### config.mk
export PLATFORM = sky130hd
export DESIGN_NAME = xoshiro128ss_bounded_random
export DESIGN_NICKNAME = d
export VERILOG_FILES = /design/src/hw/rtl/xsbr_pkg.sv /design/src/hw/rtl/xoshiro128ss_bounded_random.sv
export SDC_FILE = /design/constraint.sdc
export NUM_CORES = 2
export LEC_CHECK = 0
export BUFFER_PORTS_ARGS = -buffer_cell sky130_fd_sc_hd__clkbuf_2
export CAP_MARGIN = 40
export CORE_UTILIZATION = 50
export DETAILED_ROUTE_END_ITERATION = 10
export PLACE_DENSITY = 0.79
export REMOVE_ABC_BUFFERS = 1
export SYNTH_ARGS = -nofsm -noshare
export SYNTH_HDL_FRONTEND = slang
export SYNTH_SLANG_ARGS = --single-unit
### constraint.sdc
create_clock -name clk -period 15.7 [get_ports clk]
set_input_delay 2.355 -clock clk [delete_from_list [all_inputs] [get_ports clk]]
set_output_delay 2.355 -clock clk [all_outputs]
set_load 0.1 [all_outputs]
### src/hw/rtl/xsbr_pkg.sv
// xsbr_pkg: shared types and constants for the bounded random generator
// no dependencies
package xsbr_pkg;

  localparam int unsigned WordW = 32;

  localparam logic [WordW-1:0] MIX_GAMMA = 32'h9e37_79b9;
  localparam logic [WordW-1:0] MIX_MUL_A = 32'h85eb_ca6b;
  localparam logic [WordW-1:0] MIX_MUL_B = 32'hc2b2_ae35;

  typedef enum logic [3:0] {
    S_SEED_ADD,
    S_SEED_MULA,
    S_SEED_XOR,
    S_SEED_MULB,
    S_SEED_STORE,
    S_IDLE,
    S_SCALE,
    S_REM,
    S_FINISH
  } state_t;

endpackage

### src/hw/rtl/xoshiro128ss_bounded_random.sv
// xoshiro128ss_bounded_random: xoshiro128** draw reduced into a signed range
// seeding by splitmix32 expansion, bit-serial restoring remainder
// depends on xsbr_pkg
//
//  channel  | direction | payload
//  ---------+-----------+---------------------------------------------
//  s_axis   | in        | tdata[31:0] min_value, tdata[63:32] max_value
//  m_axis   | out       | tdata[31:0] value
//  cfg      | in        | cfg_data[31:0] seed
//
// one word passes through accept, scale, 32 remainder steps (one dividend
// bit a cycle through the subtractor), then load of the output register.
// a full 32-bit span skips the remainder loop.
// reset and every seed write run a splitmix32 pass (add, multiply, xorshift, multiply,
// store per state word, one shared 32x32 multiplier); s_axis and cfg are not ready then.
// s_axis is taken again while a finished word waits on m_axis; a seed write goes first.
module xoshiro128ss_bounded_random (
  input  logic        clk,
  input  logic        rst,
  input  logic        s_axis_tvalid,
  output logic        s_axis_tready,
  input  logic [63:0] s_axis_tdata,   // min_value, max_value
  output logic        m_axis_tvalid,
  input  logic        m_axis_tready,
  output logic [31:0] m_axis_tdata,   // value
  input  logic        cfg_valid,
  output logic        cfg_ready,
  input  logic [31:0] cfg_data        // seed
);
  import xsbr_pkg::*;

  state_t state, state_next;

  logic [WordW-1:0] gen_state [4];
  logic [WordW-1:0] acc;
  logic [WordW-1:0] mix;
  logic [1:0]       idx;

  logic [WordW-1:0] lo;
  logic [WordW-1:0] span;
  logic [WordW-1:0] word;
  logic [WordW-1:0] rem;
  logic [4:0]       bit_cnt;

  logic             in_acc;
  logic             cfg_acc;
  logic             out_free;

  logic signed [WordW-1:0] in_min, in_max;
  logic [WordW-1:0] b_lo, b_hi;
  logic [WordW-1:0] acc_sum;
  logic [WordW-1:0] mul_k;
  logic [WordW-1:0] product;
  logic [WordW-1:0] s1x5;
  logic [WordW-1:0] t9;
  logic [WordW-1:0] s0n, s1n, s2n, s3n, s3x;
  logic [WordW:0]   trial;
  logic [WordW:0]   trial_diff;

  assign s_axis_tready = (state == S_IDLE) && !cfg_valid;
  assign cfg_ready     = (state == S_IDLE);
  assign in_acc        = s_axis_tvalid && s_axis_tready;
  assign cfg_acc       = cfg_valid && cfg_ready;
  assign out_free      = !m_axis_tvalid || m_axis_tready;

  assign in_min  = s_axis_tdata[31:0];
  assign in_max  = s_axis_tdata[63:32];
  assign b_lo    = (in_min > in_max) ? in_max : in_min;
  assign b_hi    = (in_min > in_max) ? in_min : in_max;

  assign acc_sum = acc + MIX_GAMMA;
  assign mul_k   = (state == S_SEED_MULA) ? MIX_MUL_A : MIX_MUL_B;
  assign product = mix * mul_k;

  assign s1x5 = gen_state[1] + (gen_state[1] << 2);
  assign t9   = gen_state[1] << 9;
  assign s2n  = gen_state[2] ^ gen_state[0];
  assign s3x  = gen_state[3] ^ gen_state[1];
  assign s1n  = gen_state[1] ^ s2n;
  assign s0n  = gen_state[0] ^ s3x;
  assign s3n  = {s3x[WordW-12:0], s3x[WordW-1:WordW-11]};

  assign trial      = {rem, word[WordW-1]};
  assign trial_diff = trial - {1'b0, span};

  always_comb begin
    state_next = state;
    unique case (state)
      S_SEED_ADD:   state_next = S_SEED_MULA;
      S_SEED_MULA:  state_next = S_SEED_XOR;
      S_SEED_XOR:   state_next = S_SEED_MULB;
      S_SEED_MULB:  state_next = S_SEED_STORE;
      S_SEED_STORE: state_next = (idx == 2'd3) ? S_IDLE : S_SEED_ADD;
      S_IDLE: begin
        if (cfg_acc) begin
          state_next = S_SEED_ADD;
        end else if (in_acc) begin
          state_next = S_SCALE;
        end
      end
      S_SCALE:      state_next = (span == '0) ? S_FINISH : S_REM;
      S_REM:        state_next = (bit_cnt == '0) ? S_FINISH : S_REM;
      S_FINISH:     state_next = out_free ? S_IDLE : S_FINISH;
      default:      state_next = S_IDLE;
    endcase
  end

  always_ff @(posedge clk) begin
    if (rst) begin
      state <= S_SEED_ADD;
    end else begin
      state <= state_next;
    end
  end

  always_ff @(posedge clk) begin
    if (rst) begin
      acc <= '0;
      idx <= '0;
    end else begin
      case (state) inside
        S_SEED_ADD: begin
          acc <= acc_sum;
          mix <= acc_sum ^ (acc_sum >> 16);
        end
        S_SEED_MULA, S_SEED_MULB: mix <= product;
        S_SEED_XOR:               mix <= mix ^ (mix >> 13);
        S_SEED_STORE: begin
          gen_state[idx] <= mix ^ (mix >> 16);
          idx            <= idx + 2'd1;
        end
        S_IDLE: begin
          if (cfg_acc) begin
            acc <= cfg_data;
            idx <= '0;
          end else if (in_acc) begin
            lo           <= b_lo;
            span         <= b_hi - b_lo + 32'd1;
            word         <= {s1x5[WordW-8:0], s1x5[WordW-1:WordW-7]};
            gen_state[0] <= s0n;
            gen_state[1] <= s1n;
            gen_state[2] <= s2n ^ t9;
            gen_state[3] <= s3n;
          end
        end
        S_SCALE: begin
          bit_cnt <= 5'd31;
          if (span == '0) begin
            rem <= word + (word << 3);
          end else begin
            rem  <= '0;
            word <= word + (word << 3);
          end
        end
        S_REM: begin
          // restoring step: bring in one dividend bit
          rem     <= trial_diff[WordW] ? trial[WordW-1:0] : trial_diff[WordW-1:0];
          word    <= word << 1;
          bit_cnt <= bit_cnt - 5'd1;
        end
        default: ;
      endcase
    end
  end

  always_ff @(posedge clk) begin
    if (rst) begin
      m_axis_tvalid <= 1'b0;
    end else begin
      if (state == S_FINISH && out_free) begin
        m_axis_tvalid <= 1'b1;
        m_axis_tdata  <= lo + rem;
      end else if (m_axis_tready) begin
        m_axis_tvalid <= 1'b0;
      end
    end
  end

  a_in_cfg_exclusive: assert property (@(posedge clk) disable iff (rst)
    !(in_acc && cfg_acc))
    else $error("input word and seed write taken together");

  a_accept_to_scale: assert property (@(posedge clk) disable iff (rst)
    in_acc |=> (state == S_SCALE))
    else $error("accepted word did not move to scale step");

  a_out_from_finish: assert property (@(posedge clk) disable iff (rst)
    $rose(m_axis_tvalid) |-> $past(state == S_FINISH))
    else $error("output word appeared outside finish step");

  a_rem_bounded: assert property (@(posedge clk) disable iff (rst)
    (state == S_REM) |-> (rem < span))
    else $error("partial remainder not below span");

endmodule
# --- After elaboration in Yosys (flattened, before gate mapping) ---
# Memories as Yosys holds them, arrays and structs flattened.
# Cells that the tools add are included.
op_classes:
  n_mux: 53
  shift: 0
  n_reduce_logical: 27
  add_sub_neg: 9
  mul: 1
  eq_ne: 16
  n_div: 0
  n_lt_le_gt_ge: 1
  bitwise_logic: 15
op_table:
  columns: ["op", "n"]
  rows:
  - ["32-bit two-way mux", 22]
  - ["32-bit bitwise XOR", 5]
  - ["32-bit adder", 3]
  - ["32-bit by 16-bit bitwise XOR with 32-bit output", 2]
  - ["4-bit case mux with 9 select lines", 1]
  - ["33-bit by 32-bit subtractor with 33-bit output", 1]
  - ["32-bit by 1-bit adder with 32-bit output, second input constant", 1]
  - ["32-bit adder, second input constant", 1]
  - ["32-bit > comparator", 1]
  - ["32-bit zero test", 1]
  - ["32-bit by 32-bit multiplier with 32-bit output", 1]
  - ["32-bit OR reduction", 1]
  - ["32-bit subtractor", 1]
  - ["32-bit by 19-bit bitwise XOR with 32-bit output", 1]
  - ["31-bit two-way mux", 1]
  - ["4-bit two-way mux", 5]
  - ["1-bit two-way mux", 18]
  - ["4-bit by 3-bit == test with 1-bit output, second input constant", 4]
  - ["2-bit nonzero test", 6]
  - ["5-bit AND reduction", 2]
  - ["9-bit AND reduction", 1]
  - ["4-bit by 2-bit == test with 1-bit output, second input constant", 2]
  - ["2-bit two-way mux", 4]
  - ["2-bit inequality test, second input constant", 4]
  - ["21 further kinds", 33]
word_totals:
  reg_bits: 236
  elab_cells: 134
  memories: 1
  inputBits: 101
  latch_bits: 0
  output_inout_bits: 35
  ram_bits: 128
  rom_bits: 0
mem_list:
  columns: ["name", "words", "width", "rd", "rd_clocked_by_memory_dff", "write_ports", "line", "text"]
  rows:
  - ["gen_state", 4, 32, 4, 0, 4, "xoshiro128ss_bounded_random.sv:34", "logic [WordW-1:0] gen_state [4];"]

# --- Depth between registers and ports, before layout ---
logic_depth:
  depth_word: 14
  depth_mapped: 32
  depth_no_buf: 30

# --- Worst setup path after synthesis ---
# No wires, ideal clock.
synth_path:
  kind: "register to register"
  startpoint: "register state[3]"
  endpoint: "register mix[31] (data pin)"
  path_buffers: 5
  path_stages_with_launch: 33
  setup_time_ps: 269
  required_time_ps: 15431
  setup_slack_ps: 7646
  period_less_slack_ps: 8054
  t_arrival_ps: 7785
  cell_sequence: "dfxtp_1 > buf_2 > or3b_2 > buf_2 > nor2_4 > buf_4 > clkbuf_1 > clkbuf_1 > nand2_1 > nand2_1 > ha_1 > fa_1 > fa_1 > inv_1 > fa_1 > inv_1 > fa_1 > inv_1 > fa_1 > inv_1 > fa_1 > fa_1 > ha_1 > a21o_1 > a21o_1 > a21oi_1 > nor2_1 > a2111oi_0 > o21ai_0 > a31oi_1 > o21ai_0 > xnor2_1 > o21ai_0"
synth_between:
  elab_chain_len: 5
  elab_cells_between_ends: 8
  classes_between: "1 x mul; 2 x eq/ne; 3 x mux; 2 x reduce/logical"
synth_rtl:
  columns: ["item", "line", "text"]
  rows:
  - ["start: declaration", "xoshiro128ss_bounded_random.sv:32", "state_t state, state_next;"]
  - ["start signal: assignment", "xoshiro128ss_bounded_random.sv:112", "state <= state_next;"]
  - ["4-bit by 1-bit == test with 1-bit output", "xoshiro128ss_bounded_random.sv:72", "assign mul_k = (state == S_SEED_MULA) ? MIX_MUL_A : MIX_MUL_B;"]
  - ["31-bit two-way mux", "xoshiro128ss_bounded_random.sv:72", null]
  - ["32-bit by 32-bit multiplier with 32-bit output", "xoshiro128ss_bounded_random.sv:73", "assign product = mix * mul_k;"]
  - ["32-bit two-way mux", "xoshiro128ss_bounded_random.sv:121", "case (state) inside"]
  - ["32-bit two-way mux *", "xoshiro128ss_bounded_random.sv:121", null]
  - ["end signal: assignment", "xoshiro128ss_bounded_random.sv:124", "mix <= acc_sum ^ (acc_sum >> 16);"]
  - ["end signal: assignment", "xoshiro128ss_bounded_random.sv:126", "S_SEED_MULA, S_SEED_MULB: mix <= product;"]
  - ["end signal: assignment", "xoshiro128ss_bounded_random.sv:127", "S_SEED_XOR: mix <= mix ^ (mix >> 13);"]
  - ["end: declaration", "xoshiro128ss_bounded_random.sv:36", "logic [WordW-1:0] mix;"]
# Every way passes the cells marked *; elsewhere a longest branch is shown, timed or not.
# A chain may end at the register's enable or synchronous reset.

# --- Worst setup path after layout ---
layout_path:
  startpoint: "register state[0]"
  endpoint: "register mix[31] (data pin)"
# Same word-level chain as after synthesis.

==> out/metrics.csv <==
stage,metric,value,unit
sta,finalHoldViolations,0,
worst_setup_path,crit_path_start_kind,flop,
route,wl_per_cell,20.9,um
sta,max_clock_freq,110,MHz
clock_network,post_cts_resized,0,
floorplanning,die_w,276,um
status,status,completed,
global_routing,antenna_found_initial,9,
clock_network,cts_setup_buffers,0,
worst_setup_path,crit_path_max_incr_delay,0.81,ns
floorplanning,die_y,276,um
global_routing,grt_pass1_vias,29102,
clock_network,cts_tree,yes,
min_path,hold_path_startpoint,m_axis_tvalid,
route,drc_errors,0,
place,gp_congestion,0.994,
global_routing,grt_overflow,0,
layout,num-nets-final,4756,
clock_network,holdBufCountCts,0,
worst_setup_path,crit_start,state[0],
clock_network,cts_made_buffers,40,
worst_setup_path,path_class,reg -> reg,
route,viasPerCell,5.95,
yosys,netlist_top_cells_area,"edfxtp_1 26%, fa_1 14%, ha_1 13%, xnor2_1 7.8%, inv_1 4.1%",
floorplanning,core,74400,sq um
floorplanning,rows,100,
worst_setup_path,critical_path_arrival,9.39,ns
yosys,synth-warning-count,0,
yosys,async_reset_ff_share,0,%
route,final_antenna_net_count,0,
place,port-buffer-count,135,
sta,setup_tns,0,ns
yosys,netlist_area,37600,sq um
clock_network,cts-root-buf,clkbuf_16,
place,place_ws,6.67,ns
yosys,synth_edf_count,325,
floorplanning,ios,136,
route,via_count,29826,
sta,setup_viol,0,
clock_network,clk_latency,0.56,ns
layout,area_growth,7.55,%
worst_setup_path,crit_top_cell,fa_1,
place,dp_hpwl,81.9,mm
sta,finalWorstSetupSlack,6.60,ns
worst_setup_path,required,15.99,ns
worst_setup_path,critPathSlowestCell,or3b_2,
sta,min_period_over_period,58.0,%
min_path,min_path_type,reg -> reg,
worst_setup_path,rr_startpoint,state[0],
yosys,netlist.top_cell.by_area,edfxtp_1,
sta,slew_headroom,37.0,%
yosys,synth_flop_cell,edfxtp_1,
yosys,syn_inst,3956,
sta,min_period,9.10,ns
flow_run,drv_cap,0,
global_routing,grt_max_degree,91,
clock_network,clk_pin_slew_worst_paths,0.06,ns
sta,rsz0062_at_grt,false,
floorplanning,dieArea,76400,sq um
yosys,synth_top_area_share,25.9,%
yosys,ys_ff_latch,364,
clock_network,cts_sinks,364,
global_routing,grt_use_total,27.4,%
clock_network,cts_max_level,2,
floorplanning,initial_core_util,50.6,%
yosys,avgSynthCellArea,9.51,sq um
yosys,synth_cell_types,100,
layout,drive_gt1_share,8.20,%
worst_setup_path,cp_max_fo,39,
yosys,synth_seq_area_share,28.0,%
route,drt_iter0_markers,3185,
global_routing,grt_pass1_wl,165,mm
clock_network,clockBufferDepth,3,
sta,worst_pin_slew,0.934,ns
layout,layout_commonest_cell,inv_1,
sta,fin_skew,0.0125,ns
sta,slew_violations,0,
worst_setup_path,crit_path_end_kind,flop,
layout,layout_common_cells,"410 x inv_1, 378 x ha_1, 335 x xnor2_1",
route,drt_pass1_iterations,6,
route,routed_wl,105,mm
final timing paths:
path	end	slack (ns)	cells past startpoint
min reg2reg	m_axis_tvalid	0.52	2
max reg2reg	mix[31]	6.60	27
min	m_axis_tvalid	0.52	2
max	mix[31]	6.60	27
cells in the mapped netlist (56+ instances only):
library cell and n:
a21o_1 77, a21oi_1 200, and3_1 56, clkbuf_1 144
edfxtp_1 325, fa_1 268, ha_1 378, inv_1 411
nand2_1 329, nor2_1 225, nor3_1 57, o21ai_0 279
o22ai_1 69, xnor2_1 335, xor2_1 150
state kept, by name, indices dropped and copies added (netlist names):
name / flops
m_axis_tdata: 32
span: 32
idx: 2
bit_cnt: 5
gen_state: 128
m_axis_tvalid: 1
acc: 32
rem: 32
state: 4
mix: 32
word: 32
lo: 32
worst max-delay path, delay by kind of cell (launching register included):
| kind | cells | cell delay [ns] |
|---|---|---|
| AOI/OAI and AO/OA | 5 | 1.04 |
| xor gates and xnor gates | 2 | 0.31 |
| adders and majority gates | 9 | 4.08 |
| buffers and inverters | 4 | 0.70 |
| DFF | 1 | 0.76 |
| and+or+nand+nor | 7 | 1.88 |
routing by layer:
| layer | global-route usage, % | wire [um] |
|---|---|---|
| met1 | 38.9 | 44200 |
| met2 | 41.1 | 46000 |
| met4 | 8.39 | 3220 |
| met5 | 0 | 46 |
| met3 | 6.60 | 11300 |
layout make-up:
| cell class | count | area [sq um] |
|---|---|---|
| diodes | 2 | 5.00 |
| clock buffers | 56 | 1110 |
| clock inverters | 16 | 81.3 |
| fillers | 6409 | 34000 |
| inverters | 415 | 1560 |
| multi-input cells | 3005 | 24900 |
| flip-flops and latches | 364 | 10500 |
| well taps | 969 | 1210 |
| repair buffers | 183 | 1050 |
cell families after synthesis:
logic type | synth area share (%)
AND/OR/NAND/NOR | 11.6
AO/OA/AOI/OAI | 15.3
adder cells (fa/ha/maj) | 26.8
buffers and inverters | 5.97
XOR/XNOR | 11.4
flip-flops | 28.0
multiplexers | 0.888
other | 0.0200
stage by stage:
stage / utilization (%) / hold slack (ns) / cells / area [sq um]
detailed placement: 52.8 / 0.518 / 4935 / 39300
CTS: 54.4 / 0.527 / 5007 / 40500
global placement: 52.7 / 0.507 / 4932 / 39200
floorplan: - / 0.487 / 3784 / 36900
finish: 54.4 / 0.523 / 5010 / 40500
global route: 54.4 / 0.552 / 5010 / 40500
Power is left out: the tool's default activity adds up to more than one toggle a clock period on the data nets, which glitch-free logic cannot reach.
